$ cat src/sv/percent_escape_decoder_assert.svh
// Assertion macros for the percent escape decoder.
// Used by the top level; relies on clk and arst_n being in scope.
`ifndef PERCENT_ESCAPE_DECODER_ASSERT_SVH
`define PERCENT_ESCAPE_DECODER_ASSERT_SVH

// Same-cycle implication, checked out of reset.
`define PCTD_ASSERT_NOW(label, ante, cons) \
	label: assert property (@(posedge clk) disable iff (!arst_n) (ante) |-> (cons)) \
		else $error("pctd assertion failed (same cycle)");

// Next-cycle implication, checked out of reset.
`define PCTD_ASSERT_NEXT(label, ante, cons) \
	label: assert property (@(posedge clk) disable iff (!arst_n) (ante) |=> (cons)) \
		else $error("pctd assertion failed (next cycle)");

`endif

$ cat src/sv/pctd_pkg.sv
// Shared types, character codes and helpers for the percent escape decoder.
// No dependencies; used by pctd_step, pctd_out_fifo and the top level.
package pctd_pkg;

	localparam logic [7:0] CH_PERCENT = 8'h25;
	localparam logic [7:0] CH_COLON   = 8'h3A;
	localparam logic [7:0] CH_BSLASH  = 8'h5C;

	localparam logic [4:0] HEX_NONE = 5'h10;

	// Input transaction kind carried on the slave tuser bit.
	localparam logic CMD_DATA = 1'b0;
	localparam logic CMD_END  = 1'b1;

	typedef enum logic [4:0] {
		PH_PLAIN  = 5'b00001,
		PH_BSLASH = 5'b00010,
		PH_PCT1   = 5'b00100,
		PH_PCT2   = 5'b01000,
		PH_DROP   = 5'b10000
	} phase_t;

	typedef enum logic [1:0] {
		ST_OK      = 2'd0,
		ST_BAD_HEX = 2'd1,
		ST_ZERO    = 2'd2
	} status_t;

	typedef struct packed {
		logic [7:0] out_byte;
		logic       is_byte;
		status_t    status;
		logic       last;
	} result_t;

	// Up to two results produced by one input transaction.
	typedef struct packed {
		logic [1:0] num;
		result_t    r0;
		result_t    r1;
	} push_t;

	// Digit value in the low four bits; HEX_NONE when not a hex digit.
	function automatic logic [4:0] hex_value(logic [7:0] c);
		logic [4:0] v;
		v = HEX_NONE;
		if (c >= 8'h30 && c <= 8'h39) begin
			v = {1'b0, c[3:0]};
		end else if ((c >= 8'h41 && c <= 8'h46) || (c >= 8'h61 && c <= 8'h66)) begin
			v = {1'b0, c[3:0] + 4'd9};
		end
		return v;
	endfunction

	function automatic result_t byte_result(logic [7:0] b, logic last);
		result_t r;
		r.out_byte = b;
		r.is_byte  = 1'b1;
		r.status   = ST_OK;
		r.last     = last;
		return r;
	endfunction

	function automatic result_t status_result(status_t st);
		result_t r;
		r.out_byte = 8'h00;
		r.is_byte  = 1'b0;
		r.status   = st;
		r.last     = 1'b1;
		return r;
	endfunction

endpackage

$ cat src/sv/pctd_step.sv
// Escape state machine next-state and result logic for one transaction.
// Depends on pctd_pkg; purely combinational, state is held by the top level.
module pctd_step import pctd_pkg::*; (
	input  phase_t     phase,
	input  logic [3:0] nibble,
	input  status_t    err,
	input  logic       colon_en,
	input  logic       cmd,
	input  logic [7:0] data_byte,
	output push_t      push,
	output phase_t     phase_d,
	output logic [3:0] nibble_d,
	output status_t    err_d
);

	always_comb begin
		logic [4:0] h;
		logic [7:0] v;
		status_t    st;
		h        = hex_value(data_byte);
		v        = {nibble, h[3:0]};
		st       = err;
		push     = '0;
		phase_d  = phase;
		nibble_d = nibble;
		err_d    = err;
		if (cmd == CMD_END) begin
			// End marker: flush a held backslash, report status, clear state.
			if (phase == PH_PCT1 || phase == PH_PCT2) begin
				st = ST_BAD_HEX;
			end
			if (phase == PH_BSLASH) begin
				push.num = 2'd2;
				push.r0  = byte_result(CH_BSLASH, 1'b0);
				push.r1  = status_result(st);
			end else begin
				push.num = 2'd1;
				push.r0  = status_result(st);
			end
			phase_d  = PH_PLAIN;
			nibble_d = 4'h0;
			err_d    = ST_OK;
		end else begin
			unique case (phase)
				PH_BSLASH: begin
					phase_d = PH_PLAIN;
					if (data_byte == CH_COLON) begin
						push.num = 2'd1;
						push.r0  = byte_result(CH_COLON, 1'b1);
					end else if (data_byte == CH_PERCENT) begin
						push.num = 2'd1;
						push.r0  = byte_result(CH_BSLASH, 1'b1);
						phase_d  = PH_PCT1;
					end else if (data_byte == CH_BSLASH && colon_en) begin
						// Emit the first backslash, hold the second.
						push.num = 2'd1;
						push.r0  = byte_result(CH_BSLASH, 1'b1);
						phase_d  = PH_BSLASH;
					end else begin
						push.num = 2'd2;
						push.r0  = byte_result(CH_BSLASH, 1'b0);
						push.r1  = byte_result(data_byte, 1'b1);
					end
				end
				PH_PCT1: begin
					if (h[4]) begin
						err_d    = ST_BAD_HEX;
						phase_d  = PH_DROP;
						nibble_d = 4'h0;
					end else begin
						nibble_d = h[3:0];
						phase_d  = PH_PCT2;
					end
				end
				PH_PCT2: begin
					nibble_d = 4'h0;
					if (h[4]) begin
						err_d   = ST_BAD_HEX;
						phase_d = PH_DROP;
					end else if (v == 8'h00) begin
						err_d   = ST_ZERO;
						phase_d = PH_DROP;
					end else begin
						push.num = 2'd1;
						push.r0  = byte_result(v, 1'b1);
						phase_d  = PH_PLAIN;
					end
				end
				PH_DROP: begin
					phase_d = PH_DROP;
				end
				default: begin
					phase_d = PH_PLAIN;
					if (data_byte == CH_PERCENT) begin
						phase_d = PH_PCT1;
					end else if (data_byte == CH_BSLASH && colon_en) begin
						phase_d = PH_BSLASH;
					end else begin
						push.num = 2'd1;
						push.r0  = byte_result(data_byte, 1'b1);
					end
				end
			endcase
		end
	end

endmodule

$ cat src/sv/pctd_out_fifo.sv
// Result queue: takes up to two results per cycle, gives out one per cycle when pop is high.
// Depends on pctd_pkg for the result and push types.
module pctd_out_fifo import pctd_pkg::*; #(
	parameter int DEPTH = 4
) (
	input  logic    clk,
	input  logic    arst_n,
	input  push_t   push,
	input  logic    pop,
	output logic    room2,
	output logic    out_valid,
	output result_t dout
);

	localparam int PW = (DEPTH > 1) ? $clog2(DEPTH) : 1;
	localparam int CW = $clog2(DEPTH + 1);
	localparam logic [CW:0] LIMIT = (CW + 1)'(DEPTH - 2);

	result_t         mem_q [DEPTH];
	logic [PW-1:0]   wr_ptr_q;
	logic [PW-1:0]   rd_ptr_q;
	logic [CW-1:0]   count_q;
	logic [PW-1:0]   wr_ptr_1;

	function automatic logic [PW-1:0] inc(logic [PW-1:0] p);
		return (p == PW'(DEPTH - 1)) ? '0 : p + 1'b1;
	endfunction

	assign wr_ptr_1  = inc(wr_ptr_q);
	assign out_valid = (count_q != '0);
	assign dout      = mem_q[rd_ptr_q];
	// Room for two more results once this cycle's pop is taken into account.
	assign room2     = ({1'b0, count_q} <= LIMIT + {{CW{1'b0}}, pop});

	always_ff @(posedge clk) begin
		if (push.num != 2'd0) begin
			mem_q[wr_ptr_q] <= push.r0;
		end
		if (push.num == 2'd2) begin
			mem_q[wr_ptr_1] <= push.r1;
		end
	end

	always_ff @(posedge clk or negedge arst_n) begin
		if (!arst_n) begin
			wr_ptr_q <= '0;
			rd_ptr_q <= '0;
			count_q  <= '0;
		end else begin
			if (push.num == 2'd1) begin
				wr_ptr_q <= wr_ptr_1;
			end else if (push.num == 2'd2) begin
				wr_ptr_q <= inc(wr_ptr_1);
			end
			if (pop) begin
				rd_ptr_q <= inc(rd_ptr_q);
			end
			count_q <= count_q + CW'(push.num) - CW'(pop);
		end
	end

endmodule

$ cat src/sv/percent_escape_decoder.sv
// Percent escape decoder. Takes one string byte (or end marker) per cycle on
// the slave stream while its input register is empty or the result queue has
// room for two results, and gives decoded bytes and one end status per string
// on the master stream. Input is registered, decoded once the queue has room
// for two results and pushed into a FIFO_DEPTH-entry result queue; sustained
// rate is one input per cycle while each item yields at most one result and
// the master stream does not stall; an item yielding two results (held
// backslash plus following byte or end status) adds a result to drain, and
// the queue drain of one result per cycle sets the long-term rate.
// Depends on pctd_pkg, pctd_step, pctd_out_fifo and the assertion header.
`include "percent_escape_decoder_assert.svh"

module percent_escape_decoder import pctd_pkg::*; #(
	parameter int FIFO_DEPTH = 4
) (
	input  logic        clk,
	input  logic        arst_n,
	input  logic        cfg_valid,
	output logic        cfg_ready,
	input  logic        cfg_data,       // colon_escape_enable
	input  logic        s_axis_tvalid,
	output logic        s_axis_tready,
	input  logic [7:0]  s_axis_tdata,   // [7:0] data_byte
	input  logic        s_axis_tuser,   // [0] cmd
	output logic        m_axis_tvalid,
	input  logic        m_axis_tready,
	output logic [15:0] m_axis_tdata,   // [7:0] out_byte, [9:8] status, rest zero
	output logic        m_axis_tuser,   // [0] is_byte
	output logic        m_axis_tlast
);

	logic       colon_en_q;
	logic       v_s1;
	logic       cmd_s1;
	logic [7:0] byte_s1;
	phase_t     phase_q;
	logic [3:0] nibble_q;
	status_t    err_q;

	phase_t     phase_d;
	logic [3:0] nibble_d;
	status_t    err_d;
	push_t      step_push;
	push_t      fifo_push;
	logic       room2;
	logic       proc;
	logic       pop;
	logic       in_accept;
	result_t    dout;

	assign cfg_ready     = 1'b1;
	assign proc          = v_s1 && room2;
	assign s_axis_tready = !v_s1 || room2;
	assign in_accept     = s_axis_tvalid && s_axis_tready;
	assign pop           = m_axis_tvalid && m_axis_tready;

	always_comb begin
		fifo_push = step_push;
		if (!proc) begin
			fifo_push.num = 2'd0;
		end
	end

	always_ff @(posedge clk or negedge arst_n) begin
		if (!arst_n) begin
			colon_en_q <= 1'b1;
		end else if (cfg_valid && cfg_ready) begin
			colon_en_q <= cfg_data;
		end
	end

	always_ff @(posedge clk or negedge arst_n) begin
		if (!arst_n) begin
			v_s1 <= 1'b0;
		end else if (in_accept) begin
			v_s1 <= 1'b1;
		end else if (proc) begin
			v_s1 <= 1'b0;
		end
	end

	always_ff @(posedge clk) begin
		if (in_accept) begin
			cmd_s1  <= s_axis_tuser;
			byte_s1 <= s_axis_tdata;
		end
	end

	always_ff @(posedge clk or negedge arst_n) begin
		if (!arst_n) begin
			phase_q  <= PH_PLAIN;
			nibble_q <= 4'h0;
			err_q    <= ST_OK;
		end else if (proc) begin
			phase_q  <= phase_d;
			nibble_q <= nibble_d;
			err_q    <= err_d;
		end
	end

	pctd_step u_step (
		.phase     (phase_q),
		.nibble    (nibble_q),
		.err       (err_q),
		.colon_en  (colon_en_q),
		.cmd       (cmd_s1),
		.data_byte (byte_s1),
		.push      (step_push),
		.phase_d   (phase_d),
		.nibble_d  (nibble_d),
		.err_d     (err_d)
	);

	pctd_out_fifo #(
		.DEPTH (FIFO_DEPTH)
	) u_fifo (
		.clk       (clk),
		.arst_n    (arst_n),
		.push      (fifo_push),
		.pop       (pop),
		.room2     (room2),
		.out_valid (m_axis_tvalid),
		.dout      (dout)
	);

	assign m_axis_tdata = {6'b0, dout.status, dout.out_byte};
	assign m_axis_tuser = dout.is_byte;
	assign m_axis_tlast = dout.last;

	`PCTD_ASSERT_NEXT(a_end_clears, proc && cmd_s1, phase_q == PH_PLAIN && err_q == ST_OK)
	`PCTD_ASSERT_NOW(a_drop_has_err, phase_q == PH_DROP, err_q != ST_OK)
	`PCTD_ASSERT_NEXT(a_s1_holds, v_s1 && !proc, v_s1 && $stable(byte_s1) && $stable(cmd_s1))
	`PCTD_ASSERT_NOW(a_status_byte, m_axis_tvalid && m_axis_tuser, m_axis_tdata[9:8] == 2'd0)

endmodule
$ cat config.mk
export PLATFORM = sky130hd
export DESIGN_NAME = percent_escape_decoder
export DESIGN_NICKNAME = d
export VERILOG_FILES = /design/src/sv/pctd_pkg.sv /design/src/sv/pctd_step.sv /design/src/sv/pctd_out_fifo.sv /design/src/sv/percent_escape_decoder.sv
export VERILOG_INCLUDE_DIRS = /design/src /design/src/sv
export SDC_FILE = /design/constraint.sdc
export NUM_CORES = 1
export LEC_CHECK = 0
export BUFFER_PORTS_ARGS = -buffer_cell sky130_fd_sc_hd__buf_2
export CAP_MARGIN = 30
export CORE_UTILIZATION = 50
export CTS_CLUSTER_SIZE = 12
export DETAILED_ROUTE_END_ITERATION = 10
export PLACE_DENSITY = 0.68
export SETUP_SLACK_MARGIN = 0.2
export SYNTH_ARGS = -nofsm -noshare
export SYNTH_HDL_FRONTEND = slang
export SYNTH_SLANG_ARGS = --single-unit
$ cat constraint.sdc
create_clock -name clk -period 6.5 [get_ports clk]
set_clock_uncertainty 0.05 [all_clocks]
set_input_delay 0.325 -clock clk [delete_from_list [all_inputs] [get_ports clk]]
set_output_delay 0.325 -clock clk [all_outputs]
set_load 0.1 [all_outputs]
==> metrics.cfg <==
[run_status]
status=complete, no violations

[min_path]
min_to=byte_s1[2]$_DFFE_PP_
min_path_cells=1
min_from=s_axis_tdata[2]
hold_class=input pin to flip-flop

[clocking]
htreeDepth=3
cts_root_buf=clkbuf_8
ctsResizeCount=0
clockBufferDepth=2
clk_pin_slew_ns=0.09
cts_tree=yes
post-cts-setup-buffers=0
numCtsBuffers=9
clock_latency_ns=0.36
cts.sinks=77
ctsHoldBuffers=1

[synth]
synth_warnings=0
synth-seq-cells=77
synth_edf_count=57
synth_flop_cell=edfxtp_1
synthCells=426
ys_seq_area_share_pct=48.7
async_flop_share_pct=26.0
synthAdderAreaFrac_pct=5.12
synth_compound_area_share_pct=15.7
synth_area_sq_mm=0.00454
yosysUniqueCellTypes=62
synth_top_family_by_area=simple AND/OR/NAND/NOR gates
muxShareOfSynthArea_pct=7.65
syn_area_per_cell_sq_um=10.7
synth_simple_gate_area_share_pct=17.3
synth_xor_area_share_pct=0.964

[pwr]
p_int_mw=1.14
p_switching_mw=1.07
power_frac_comb_pct=47.8
p_seq_share_pct=35.4
p_leak_nw=1.94
p_per_area_mw_per_mm2=445
clockPowerShare_pct=16.7
vdd_drop_max_mv=0.289
swShare_pct=48.4

[placed_design]
dpl_cell_area_sq_mm=0.00475
place_congestion=0.907
hpwlAfterDp_um=7610
io_buffers=28

[critical_path]
path_common_cell=ha_1
arrival_ns=4.35
crit_required_ns=6.52
regToRegSetupSlack_ns=2.16
r2r-start=byte_s1[0]$_DFFE_PP_
setup.worst_path.end_class=flip-flop
slowest_delay_ns=0.56
r2r-end=u_fifo.mem_q[1][0]$_DFFE_PP_
crit_buf_inv=1
cp_top_family=simple AND/OR/NAND/NOR gates
reg2regPathDepth=12
path_max_fanout=16
critical_path_depth=12
path_cells=inv_1, ha_1, nor3b_1, nor4_1, o21ai_1, a31oi_1, nor2_1, a221o_1, ha_1, nand2_1, o311ai_0, a311oi_1
worstSetupStartpointType=flip-flop
crit_type=flip-flop to flip-flop
crit_slowest_cell=nor2_1

[global_route]
grt_max_degree=34
grt_pass1_vias=3296
antenna_found_initial=0
grtUsageTotal_pct=23.5
grt_remaining_overflow=0
grt_first_pass_wirelength_um=17100

[timing]
tightest_slew_ns=0.856
final_hold_viol_count=0
period_share_pct=66.7
fmax_ghz=0.231
relSlewSlack_pct=42.9
finalMaxSlewViolations=0
setup_viol=0
finalCriticalPeriod_ns=4.34
finalSetupTns_ns=0
rsz0062_at_grt=no

[route]
drtIter0Drc=279
avgViaCountPerCell=6.11
wirelength_um=10600
dr.pass1.iters=5
detail-route-antenna-nets=0
drc=0
num_vias=3435
wl_per_cell_um=18.9

[job]
maxCapViolations=0

[die]
die_area_sq_mm=0.00947
io_pins=36
die_h_um=97.3
start_util_pct=51.9
core_area_sq_mm=0.00876
dieWidth_um=97.3
placementRows=34

[finish]
final_cell_mix=57 x edfxtp_1, 50 x nand2_1, 40 x nor2_1, 29 x buf_2, 27 x a21oi_1
seq_area_sq_mm=0.00221
layout-drive-gt1-share_pct=17.8
multi_input_area_sq_mm=0.00215
diodes=0
design_area_sq_mm=0.00496
final_net_count=482
final_common_cell=edfxtp_1
syn2layout_area_growth_pct=9.14
n_fill_cell=753

-- per-stage QoR --
step	utilization (%)	setup slack (ns)	hold WS (ns)	cells	total power [mW]
floorplan	-	2.15	-0.0206	431	1.64
global placement	54.2	2.40	0.270	544	1.83
detailed placement	54.2	2.30	0.284	544	1.86
CTS	56.5	2.25	0.0731	561	2.23
global route	56.6	1.79	0.0743	562	2.32
finish	56.6	2.16	0.0852	562	2.21
-- cells in the mapped netlist (6+ instances only) --
library cell / count / area share (%)
a21oi_1: 27 / 3.0
a22o_1: 9 / 1.7
and2_1: 9 / 1.2
buf_4: 7 / 1.2
clkbuf_1: 21 / 1.7
dfrtp_1: 18 / 9.9
edfxtp_1: 57 / 38
ha_1: 17 / 4.7
inv_1: 16 / 1.3
mux2_2: 6 / 1.5
mux4_2: 12 / 5.9
nand2_1: 50 / 4.1
nand2b_1: 6 / 0.83
nand3_1: 8 / 0.88
nor2_1: 40 / 3.3
nor3_1: 7 / 0.77
o21ai_0: 16 / 1.8
o21ai_1: 6 / 0.66
o22ai_1: 9 / 1.2
-- kinds of logic (layout without fill, tap and decap cells) --
kind of cell               Yosys count  after routing
and+or+nand+nor                    153            153
AOI/OAI and AO/OA                  106            106
DFF                                 77             77
buffers and inverters               46             69
muxes                               19             19
adders and majority gates           18             18
xor gates and xnor gates             5              5
other                                2              7
-- sequential cells by signal, indices dropped and copies added (netlist names) --
signal	count
u_fifo.rd_ptr_q	2
cmd_s1	1
u_fifo.mem_q	48
byte_s1	8
u_fifo.count_q	3
u_fifo.wr_ptr_q	2
colon_en_q	1
nibble_q	4
v_s1	1
phase_q	5
err_q	2
-- layout make-up --
type,instances,area share (%)
multi-input combinational,308,43.3
inverter,17,1.29
timing repair buffer,36,4.04
clock inverter,7,1.46
sequential,77,44.7
tap,108,2.72
clock buffer,9,2.50
-- power by group through the flow --
stage	clock (mW)	sequential, mW	combinational, mW
final	0.369	0.782	1.06
after global routing	0.393	0.804	1.12
after CTS	0.377	0.788	1.06
after detailed placement	0	0.798	1.06
after global placement	0	0.789	1.04
after floorplan	0	0.729	0.916
-- worst max-delay path by stage --
stage,from,endpoint,slack [ns]
finish,byte_s1[0]$_DFFE_PP_,u_fifo.mem_q[1][0]$_DFFE_PP_,2.16
global route,byte_s1[0]$_DFFE_PP_,u_fifo.mem_q[2][9]$_DFFE_PP_,1.79
CTS,byte_s1[0]$_DFFE_PP_,u_fifo.mem_q[2][2]$_DFFE_PP_,2.25
detailed placement,byte_s1[0]$_DFFE_PP_,u_fifo.mem_q[2][5]$_DFFE_PP_,2.30
global placement,byte_s1[0]$_DFFE_PP_,u_fifo.mem_q[3][0]$_DFFE_PP_,2.40
floorplan,u_fifo.count_q[2]$_DFF_PN0_,u_fifo.mem_q[3][0]$_DFFE_PP_,2.15
-- layer usage --
| layer | GRT usage, % | routed length (um) |
|---|---|---|
| met1 | 29.0 | 4390 |
| met2 | 39.9 | 5280 |
| met3 | 4.32 | 702 |
| met4 | 10.9 | 252 |
| met5 | 0 | 0 |
-- worst reg2reg max path: stages, from the launching register on --
cell      delay [ns]
edfxtp_1        0.54
inv_1           0.17
ha_1            0.20
nor3b_1         0.47
nor4_1          0.10
o21ai_1         0.18
a31oi_1         0.16
nor2_1          0.56
a221o_1         0.29
ha_1            0.27
nand2_1         0.38
o311ai_0        0.56
a311oi_1        0.11
No activity file was read; power rests on OpenSTA's default activity.
